**src/sv/protobuf_varint_fixed_decoder_assert.svh**
```systemverilog
// Assertion macros for the protobuf scalar decoder.
// Depends on nothing; the including module supplies clk and rst.
`ifndef PROTOBUF_VARINT_FIXED_DECODER_ASSERT_SVH
`define PROTOBUF_VARINT_FIXED_DECODER_ASSERT_SVH
`ifndef SYNTHESIS
`define PVD_ASSERT(label, prop, msg) \
  label: assert property (@(posedge clk) disable iff (rst) prop) else $error(msg);
`define PVD_ASSERT_RST(label, prop, msg) \
  label: assert property (@(posedge clk) prop) else $error(msg);
`else
`define PVD_ASSERT(label, prop, msg)
`define PVD_ASSERT_RST(label, prop, msg)
`endif
`endif

```
**src/sv/pvd_pkg.sv**
```systemverilog
// Shared codes and constants for the protobuf scalar decoder.
// Has no dependencies.
`default_nettype none

package pvd_pkg;

  localparam logic [2:0] KIND_V32  = 3'd0;
  localparam logic [2:0] KIND_V64  = 3'd1;
  localparam logic [2:0] KIND_F32  = 3'd2;
  localparam logic [2:0] KIND_F64  = 3'd3;
  localparam logic [2:0] KIND_BOOL = 3'd4;

  localparam logic [1:0] ERR_NONE      = 2'd0;
  localparam logic [1:0] ERR_MALFORMED = 2'd1;
  localparam logic [1:0] ERR_TRUNCATED = 2'd2;

  localparam logic [3:0] V32_LAST_BYTE = 4'd4;
  localparam logic [3:0] VMAX_LAST     = 4'd9;
  localparam logic [3:0] F32_LAST      = 4'd3;
  localparam logic [3:0] F64_LAST      = 4'd7;

endpackage

`default_nettype wire

```
**src/sv/protobuf_varint_fixed_decoder.sv**
```systemverilog
// Top level of the streaming protobuf scalar decoder (varint, fixed, bool).
// Depends on pvd_pkg and protobuf_varint_fixed_decoder_assert.svh.
//
//   channel | signals                              | direction
//   input   | data_valid data_ready func data_byte | one byte per transfer
//   result  | result_valid result_ready value error| one transfer per value
//   config  | cfg_wen cfg_wdata                    | buffer length write
//
// One byte per cycle is sustained unless the result stalls; a byte is
// registered on acceptance, then decoded into the registered result port.
// The decode state lives in one register set updated by the decode stage.
// A stalled result holds the decode stage; the input register still fills.
// Synchronous reset clears the valid flags, decode state and buffer length.
`default_nettype none
`include "protobuf_varint_fixed_decoder_assert.svh"

module protobuf_varint_fixed_decoder
  import pvd_pkg::*;
(
  input  logic        clk,
  input  logic        rst,
  input  logic        cfg_wen,
  input  logic [30:0] cfg_wdata,
  input  logic        data_valid,
  output logic        data_ready,
  input  logic [2:0]  func,
  input  logic [7:0]  data_byte,
  output logic        result_valid,
  input  logic        result_ready,
  output logic [63:0] value,
  output logic [1:0]  error
);

  logic        s1_valid;
  logic [2:0]  s1_func;
  logic [7:0]  s1_byte;

  logic [30:0] length_limit;
  logic [30:0] position;
  logic [63:0] accumulator;
  logic [3:0]  byte_count;
  logic [2:0]  latched_kind;
  logic        discarding;
  logic        truncated;

  logic        out_free;
  logic        s1_fire;
  logic        first;
  logic [2:0]  kind;
  logic [63:0] acc_base;
  logic        disc_base;
  logic        at_end;
  logic [7:0]  b;
  logic [5:0]  shift7;
  logic [63:0] group7;
  logic [63:0] accumulator_next;
  logic        discarding_next;
  logic        truncated_next;
  logic        done;
  logic        malformed;
  logic [63:0] result_value;

  assign out_free   = !result_valid || result_ready;
  assign s1_fire    = s1_valid && out_free;
  assign data_ready = !s1_valid || out_free;

  always_comb begin
    first = (byte_count == 4'd0);
    if (!first) begin
      kind = latched_kind;
    end else if (s1_func > KIND_BOOL) begin
      kind = KIND_V32;
    end else begin
      kind = s1_func;
    end
    acc_base       = first ? 64'd0 : accumulator;
    disc_base      = first ? 1'b0 : discarding;
    at_end         = (position >= length_limit);
    b              = at_end ? 8'd0 : s1_byte;
    truncated_next = (first ? 1'b0 : truncated) || at_end;
    shift7         = {2'b00, byte_count} * 6'd7;
    group7         = {57'd0, b[6:0]} << shift7;

    accumulator_next = acc_base;
    discarding_next  = disc_base;
    done             = 1'b0;
    malformed        = 1'b0;
    unique case (kind)
      KIND_V64: begin
        accumulator_next = acc_base | group7;
        if (!b[7]) begin
          done = 1'b1;
        end else if (byte_count >= VMAX_LAST) begin
          done             = 1'b1;
          malformed        = 1'b1;
          accumulator_next = 64'd0;
        end
      end
      KIND_F32: begin
        accumulator_next = acc_base | ({56'd0, b} << {byte_count[1:0], 3'b000});
        done             = (byte_count >= F32_LAST);
      end
      KIND_F64: begin
        accumulator_next = acc_base | ({56'd0, b} << {byte_count[2:0], 3'b000});
        done             = (byte_count >= F64_LAST);
      end
      default: begin
        if (disc_base) begin
          if (!b[7]) begin
            done = 1'b1;
          end else if (byte_count >= VMAX_LAST) begin
            done      = 1'b1;
            malformed = 1'b1;
          end
        end else if (byte_count < V32_LAST_BYTE) begin
          accumulator_next = acc_base | group7;
          done             = !b[7];
        end else begin
          accumulator_next = acc_base | {32'd0, b[3:0], 28'd0};
          if (b[7]) begin
            discarding_next = 1'b1;
          end else begin
            done = 1'b1;
          end
        end
      end
    endcase

    if (kind == KIND_V32) begin
      result_value = {32'd0, accumulator_next[31:0]};
    end else if (kind == KIND_BOOL) begin
      result_value = {63'd0, |accumulator_next[31:0]};
    end else begin
      result_value = accumulator_next;
    end
  end

  always_ff @(posedge clk) begin
    if (rst) begin
      s1_valid <= 1'b0;
    end else if (data_valid && data_ready) begin
      s1_valid <= 1'b1;
    end else if (s1_fire) begin
      s1_valid <= 1'b0;
    end
    if (data_valid && data_ready) begin
      s1_func <= func;
      s1_byte <= data_byte;
    end
  end

  always_ff @(posedge clk) begin
    if (rst) begin
      length_limit <= 31'd0;
    end else if (cfg_wen) begin
      length_limit <= cfg_wdata;
    end
  end

  always_ff @(posedge clk) begin
    if (rst) begin
      position     <= 31'd0;
      accumulator  <= 64'd0;
      byte_count   <= 4'd0;
      latched_kind <= KIND_V32;
      discarding   <= 1'b0;
      truncated    <= 1'b0;
    end else if (s1_fire) begin
      if (!at_end) begin
        position <= position + 31'd1;
      end
      latched_kind <= kind;
      if (done) begin
        accumulator <= 64'd0;
        byte_count  <= 4'd0;
        discarding  <= 1'b0;
        truncated   <= 1'b0;
      end else begin
        accumulator <= accumulator_next;
        byte_count  <= byte_count + 4'd1;
        discarding  <= discarding_next;
        truncated   <= truncated_next;
      end
    end
  end

  always_ff @(posedge clk) begin
    if (rst) begin
      result_valid <= 1'b0;
    end else if (s1_fire && done) begin
      result_valid <= 1'b1;
    end else if (result_ready) begin
      result_valid <= 1'b0;
    end
    if (s1_fire && done) begin
      value <= result_value;
      if (malformed) begin
        error <= ERR_MALFORMED;
      end else if (truncated_next) begin
        error <= ERR_TRUNCATED;
      end else begin
        error <= ERR_NONE;
      end
    end
  end

  `PVD_ASSERT(a_count_bound, byte_count <= VMAX_LAST, "byte count ran past ten bytes")
  `PVD_ASSERT(a_discard_count, discarding |-> byte_count > V32_LAST_BYTE,
              "discarding before the fifth byte")
  `PVD_ASSERT(a_trunc_open, truncated |-> byte_count != 4'd0,
              "truncation flag left over from a finished value")
  `PVD_ASSERT(a_error_code, result_valid |-> error != 2'd3, "undefined error code")
  `PVD_ASSERT_RST(a_reset_clear, rst |=> !result_valid && !s1_valid,
                  "pipeline not empty after reset")

endmodule

`default_nettype wire

```
**config.mk**
```make
export PLATFORM = sky130hd
export DESIGN_NAME = protobuf_varint_fixed_decoder
export DESIGN_NICKNAME = d
export VERILOG_FILES = /design/src/sv/pvd_pkg.sv /design/src/sv/protobuf_varint_fixed_decoder.sv
export VERILOG_INCLUDE_DIRS = /design/src /design/src/sv
export SDC_FILE = /design/constraint.sdc
export NUM_CORES = 1
export LEC_CHECK = 0
export ABC_AREA = 1
export ABC_CLOCK_PERIOD_IN_PS = 7700
export BUFFER_PORTS_ARGS = -buffer_cell sky130_fd_sc_hd__buf_4
export CORE_ASPECT_RATIO = 0.7
export CORE_MARGIN = 1
export CORE_UTILIZATION = 30
export CTS_CLUSTER_SIZE = 28
export DETAILED_ROUTE_END_ITERATION = 7
export RECOVER_POWER = 25
export SLEW_MARGIN = 20
export SYNTH_ARGS = -nofsm -noshare
export SYNTH_HDL_FRONTEND = slang
export SYNTH_SLANG_ARGS = --single-unit
```
**constraint.sdc**
```tcl
create_clock -name clk -period 7.7 [get_ports clk]
set_input_delay 1.155 -clock clk [delete_from_list [all_inputs] [get_ports clk]]
set_output_delay 1.155 -clock clk [all_outputs]
set_load 0.1 [all_outputs]
```
=== Word-level counts from Yosys, hierarchy flattened ===
Index checks and enable logic that the tools add are counted.

* Register bits after elaboration: 214
* Input bits: 47
* Output and inout bits: 68
* Word-level logic and storage cells: 88

* Add/subtract/negate cells: 2
* $mul: 1
* $lt $le $gt $ge: 6
* Equal/unequal tests: 4
* Shifts and indexed selects: 3
* Mux-type cells: 35
* Bitwise logic cells: 5
* Reductions and logical operators: 18

{| class="wikitable"
|+ Operators with widths
! kind !! count
|-
| $mux W64 || 6
|-
| $or A64 B64 Y64 || 3
|-
| $pmux W64 S3 || 1
|-
| $mux W32 || 2
|-
| $or A64 B32 Y64 || 1
|-
| $shl A7 B6 Y64 || 1
|-
| $shl A8 B5 Y64 || 1
|-
| $shl A8 B6 Y64 || 1
|-
| $reduce_or A32 Y1 || 1
|-
| $add A31 B1 Y31 const B || 1
|-
| $ge A31 B31 Y1 || 1
|-
| $mux W1 || 19
|-
| $mux W8 || 1
|-
| $eq A3 B2 Y1 const B || 2
|-
| $mul A4 B3 Y6 const B || 1
|-
| $mux W3 || 2
|-
| $add A4 B1 Y4 const B || 1
|-
| $ge A4 B2 Y1 const B || 1
|-
| $ge A4 B3 Y1 const B || 1
|-
| $ge A4 B4 Y1 const B || 1
|-
| $logic_not A4 Y1 || 1
|-
| $lt A4 B3 Y1 const B || 1
|-
| $mux W4 || 1
|-
| $reduce_bool A2 Y1 || 2
|-
| 14 further kinds || 21
|}

=== Longest topological paths before layout ===
* Depth after elaboration: 10
* Depth in mapped cells: 26
* Mapped depth without buffers: 26

=== Least setup slack after synthesis ===
Ideal clock, no wire load.

* Path type: reg-to-reg
* From: reg byte_count[1]
* To: reg byte_count[2]
* Setup time: 0.115 ns
* Data arrival time: 5.725 ns
* Data required time: 7.585 ns
* Slack: 1.860 ns
* Cell stages (with the launch flop): 20
* Cell sequence: dfxtp_1 > clkbuf_1 > inv_1 > clkbuf_1 > ha_1 > nand2_2 > clkinv_2 > nand3_1 > nand2_2 > inv_2 > nor2_4 > inv_2 > o32ai_1 > inv_1 > nand3_1 > inv_1 > nor2_1 > inv_1 > nand4_1 > inv_1

* Longest elaborated chain between the ends: 6
* Elaborated cells between the ends (all ways): 17
* Those cells by class: 1 x add/sub; 4 x order compare; 3 x eq/ne; 8 x mux; 1 x reduce/logical

{| class="wikitable"
|+ RTL lines
! element !! line !! text
|-
| start, declared || protobuf_varint_fixed_decoder.sv:41 || <nowiki>logic [3:0] byte_count;</nowiki>
|-
| start signal, assigned || protobuf_varint_fixed_decoder.sv:180 || <nowiki>byte_count <= byte_count + 4'd1;</nowiki>
|-
| $ge A4 B4 Y1 || protobuf_varint_fixed_decoder.sv:93, protobuf_varint_fixed_decoder.sv:111 ||
|-
| $mux W1 || protobuf_varint_fixed_decoder.sv:93, protobuf_varint_fixed_decoder.sv:111 ||
|-
| $mux W1 || protobuf_varint_fixed_decoder.sv:109 || <nowiki>if (!b[7]) begin</nowiki>
|-
| $mux W1 || protobuf_varint_fixed_decoder.sv:108 || <nowiki>if (disc_base) begin</nowiki>
|-
| $pmux W1 S3 || protobuf_varint_fixed_decoder.sv:88 || <nowiki>unique case (kind)</nowiki>
|-
| $mux W4 * || protobuf_varint_fixed_decoder.sv:173 || <nowiki>if (done) begin</nowiki>
|}

Every way passes the cells marked *; elsewhere a longest branch is shown, timed or not.
A chain may end at the register's enable or synchronous reset.

=== Worst setup path after layout ===
* From: reg byte_count[1]
* To: reg value[33], data pin

* Longest elaborated chain between the ends: 6
* Elaborated cells between the ends (all ways): 25
* Those cells by class: 1 x mul; 2 x order compare; 4 x eq/ne; 3 x shift; 8 x mux; 4 x bitwise; 3 x reduce/logical

{| class="wikitable"
|+ RTL lines
! element !! line !! text
|-
| $mul A4 B3 Y6 or $logic_not A4 Y1 (tied branches) || protobuf_varint_fixed_decoder.sv:81, protobuf_varint_fixed_decoder.sv:68 ||
|-
| $shl A7 B6 Y64 or $mux W64 (tied branches) || protobuf_varint_fixed_decoder.sv:82, protobuf_varint_fixed_decoder.sv:76 ||
|-
| $or A64 B64 Y64 or $or A64 B32 Y64 (tied branches) || protobuf_varint_fixed_decoder.sv:90, protobuf_varint_fixed_decoder.sv:116, protobuf_varint_fixed_decoder.sv:119 ||
|-
| $mux W64 (on tied branches) || protobuf_varint_fixed_decoder.sv:115, protobuf_varint_fixed_decoder.sv:93 ||
|-
| $mux W64 (on tied branches) || protobuf_varint_fixed_decoder.sv:108, protobuf_varint_fixed_decoder.sv:91 ||
|-
| $pmux W64 S3 || protobuf_varint_fixed_decoder.sv:88 ||
|-
| end signal, assigned || protobuf_varint_fixed_decoder.sv:196 || <nowiki>value <= result_value;</nowiki>
|-
| end, declared || protobuf_varint_fixed_decoder.sv:30 || <nowiki>output logic [63:0] value,</nowiki>
|}

Several ways; a longest one is shown, not always the timed one.

==> summary.md <==
| Metric | Value |
|---|---|
| Status | `finished, violations left` |
| Failing checks | `capacitance limit, slew limit` |
| Total wire length | `45350 um` |
| RR Startpoint | `byte_count[1]$_SDFFE_PP0P_` |
| Max Slew Vio Count | `79` |
| Final Critical Period | `5.127 ns` |
| Iteration-0 DRC Markers | `1594` |
| Die width | `242.9 um` |
| HP Start | `length_limit[9]$_SDFFE_PP0P_` |
| Worst R2R Setup Slack | `2.57 ns` |
| Critical Path Start Type | `register` |
| Largest family of logic cells by synthesized area | `simple AND/OR/NAND/NOR gates` |
| Share of cells above drive strength 1 | `10.95%` |
| DIE HEIGHT | `170.6 um` |
| Number of flops mapped to enable cells by yosys | `77` |
| Crit Reg-Reg Endpoint | `value[33]$_SDFFCE_PP0P_` |
| Crit-path cells | `inv_1 -> ha_1 -> nand2_2 -> buf_4 -> nand2_2 -> inv_2 -> nor2_1 -> inv_1 -> o21ai_2 -> nand2_1 -> inv_1 -> a221oi_1 -> o21ai_0 -> inv_1 -> nor2_1` |
| Adder-cell area share of the yosys netlist | `5.177%` |
| Vias | `11930` |
| Setup TNS | `0 ns` |
| Fillers | `4196` |
| CTS Buf Count | `24` |
| Simple-gate share of the synthesized area | `27.21%` |
| Post-cts resize count | `0` |
| HPWL Detailed | `33450 um` |
| Row count | `61` |
| Worst Max-Slew Pin Slew | `2.055 ns` |
| WS Path Type | `register to register` |
| Crit-path slowest cell | `inv_1` |
| Async set-reset flop share out of synthesis | `0%` |
| Top_reg_cell synth | `dfxtp_1` |
| First-pass GRT wire length | `67630 um` |
| Antenna cells | `0` |
| Routability cong. | `1.066` |
| CTS max path bufs | `3` |
| R2R cell count | `15` |
| DR DRC count | `0` |
| Clk root buf | `clkbuf_16` |
| Total of max-cap violations | `2` |
| Fin. Hold Viols | `0` |
| H-tree depth | `1` |
| Yosys cell types | `64` |
| Clock transition at the registers of the reported paths | `0.07 ns` |
| Critical Path AT | `5.52 ns` |
| Post-DR wirelength/cell | `20.06 um` |
| Multiplexer area fraction after synthesis | `0.1643%` |
| Area of the multi-input gates | `6150 sq um` |
| Routed Antenna Nets | `0` |
| Number of global-route vias before repair | `10780` |
| Clock sink count | `214` |
| Post-CTS Hold Buffers | `0` |
| Mean Syn Cell Area | `7.437 sq um` |
| Min-Delay Path Class | `register to register` |
| Post-synthesis compound-gate area fraction | `17.36%` |
| Largest net degree at the start of global routing | `75` |
| Leakage power | `5.542 nW` |
| Area Growth Syn to Fin | `15.89%` |
| Cells after Synth | `1638` |
| Power per cell area | `207.5 nW/um^2` |
| Seq/Total Area, Yosys | `41.50%` |
| Setup crit end kind | `register` |
| Register area | `5055 sq um` |
| Required time of the critical path | `8.09 ns` |
| Max rail drop VDD | `0.0001514 V` |
| Yosys reg bits | `214` |
| Via/cell ratio | `5.277` |
| RSZ-0062 raised after global routing | `no` |
| Drt first pass iters | `5` |
| CTS tree | `built` |
| Overall routing resource usage | `21.41%` |
| Setup Buffers After CTS | `0` |
| Worst-Skew Late Latency | `0.54 ns` |
| CP most frequent cell | `inv_1` |
| Post-synthesis xor/xnor area fraction | `0.2773%` |
| Worst-path fanout max | `39` |
| Synthesized net count | `1733` |
| Most common cell after layout, fill and taps aside | `nand2_1` |
| Most frequent cells in the layout | `382 x nand2_1, 169 x a21oi_1, 154 x inv_1` |
| Hold Path End | `length_limit[9]$_SDFFE_PP0P_` |
| Core Footprint | `39840 sq um` |
| Final Skew | `0.01613 ns` |
| Die area | `41430 sq um` |
| Final Total Pwr | `0.002930 W` |
| Final worst-path cycle share | `66.58%` |
| Slowest cell delay on critical path | `0.64 ns` |
| Ports | `115` |
| Nets | `1803` |
| Gr ovfl total | `0` |
| Yosys Warn Count | `0` |
| Hold Crit Depth | `2` |
| Worst slew margin | `-36.97%` |
| Post-Syn Area | `12180 sq um` |
| Fmax | `195.1 MHz` |
| Initial antenna violation count | `1` |
| Final setup viols | `0` |
| Port bufs | `114` |
| Starting Density | `30.58%` |
## synth_stat cells, drive strengths merged (3+ instances only)
master   count  area (sq um)
nor3b        3         27.52
nor4         6         37.54
fa           4         80.08
clkbuf      63         236.5
a2bb2oi     13         113.9
o22ai        6         37.54
nand3      107         563.0
dfxtp      137          2743
nor3        33         180.2
o211ai       7         52.55
buf         23         126.4
a22oi        4         30.03
nand4       38         277.8
a32oi       15         131.4
o21a         9         67.56
inv        169         634.3
nand2      393          1505
a21oi      172         872.1
a31oi       14         87.58
clkinv       4         16.26
xor2         3         33.79
a311oi       3         26.28
nor2       162         703.2
o21ai      105         533.0
ha          44         550.5
edfxtp      77          2312
## logic make-up after synthesis
family                     after synthesis
buffers and inverters                  259
muxes                                    2
xor gates and xnor gates                 3
DFF                                    214
adders and majority gates               48
AOI/OAI and AO/OA                      367
and+or+nand+nor                        745
## registers in the layout, indices dropped and copies added, names as in the netlist, 3 cells and up
| signal | count |
|---|---|
| s1_func | 3 |
| s1_byte | 8 |
| accumulator | 64 |
| position | 31 |
| length_limit | 31 |
| byte_count | 4 |
| value | 64 |
| latched_kind | 3 |
## critical path, delay by kind of cell (launching register included)
family | cells | cell delay, ns
flip-flops | 1 | 0.31
buffers and inverters | 6 | 2.06
AO/OA/AOI/OAI | 3 | 0.80
AND/OR/NAND/NOR | 5 | 1.47
adder cells (fa/ha/maj) | 1 | 0.31
## layout make-up
class                      instances  area share (%)
tap                              535           4.742
multi-input combinational       1165           43.56
timing repair buffer             130           5.637
sequential                       214           35.81
inverter                         173           4.609
clock buffer                      27           4.485
clock inverter                    17           1.161
## layer usage
| layer | track usage, % | up-vias | part of all wire, % |
|---|---|---|---|
| li1 | - | 5678 | - |
| met1 | 32.69 | 5573 | 49 |
| met2 | 27.69 | 603 | 37 |
| met3 | 7.733 | 75 | 12 |
| met4 | 4.703 | 2 | 2.0 |
| met5 | 0 | - | 0.026 |
## stage by stage
step | hold slack, ns | util [%] | cells | cell area (sq um) | setup slack (ns)
final | 0.4625 | 35.43 | 2261 | 14120 | 2.573
after global routing | 0.4773 | 35.43 | 2261 | 14120 | 2.274
after CTS | 0.4677 | 35.89 | 2261 | 14300 | 2.696
after detailed placement | 0.4578 | 33.89 | 2217 | 13500 | 2.714
after global placement | 0.4531 | 33.89 | 2217 | 13500 | 2.820
after floorplan | 0.4354 | - | 1638 | 12180 | 1.860
## worst max-delay path by stage
stage                                          start                         end  slack (ns)  cells past startpoint
after global routing      byte_count[0]$_SDFFE_PP0P_  byte_count[2]$_SDFFE_PP0P_        2.27                     19
final                     byte_count[1]$_SDFFE_PP0P_     value[33]$_SDFFCE_PP0P_        2.57                     15
after detailed placement  byte_count[0]$_SDFFE_PP0P_  byte_count[2]$_SDFFE_PP0P_        2.71                     19
after global placement    byte_count[1]$_SDFFE_PP0P_     value[37]$_SDFFCE_PP0P_        2.82                     14
after floorplan           byte_count[1]$_SDFFE_PP0P_  byte_count[2]$_SDFFE_PP0P_        1.86                     19
after CTS                 byte_count[0]$_SDFFE_PP0P_  byte_count[2]$_SDFFE_PP0P_        2.70                     19
## power breakdown
part	switching (W)	internal (W)	leakage, nW
Sequential	0.0000159	0.00121	1.84
Clock	0.000512	0.000667	0.378
Combinational	0.000412	0.000112	3.32
Total	0.000940	0.00199	5.54
Note: power is estimated with default switching activity, not from simulation.
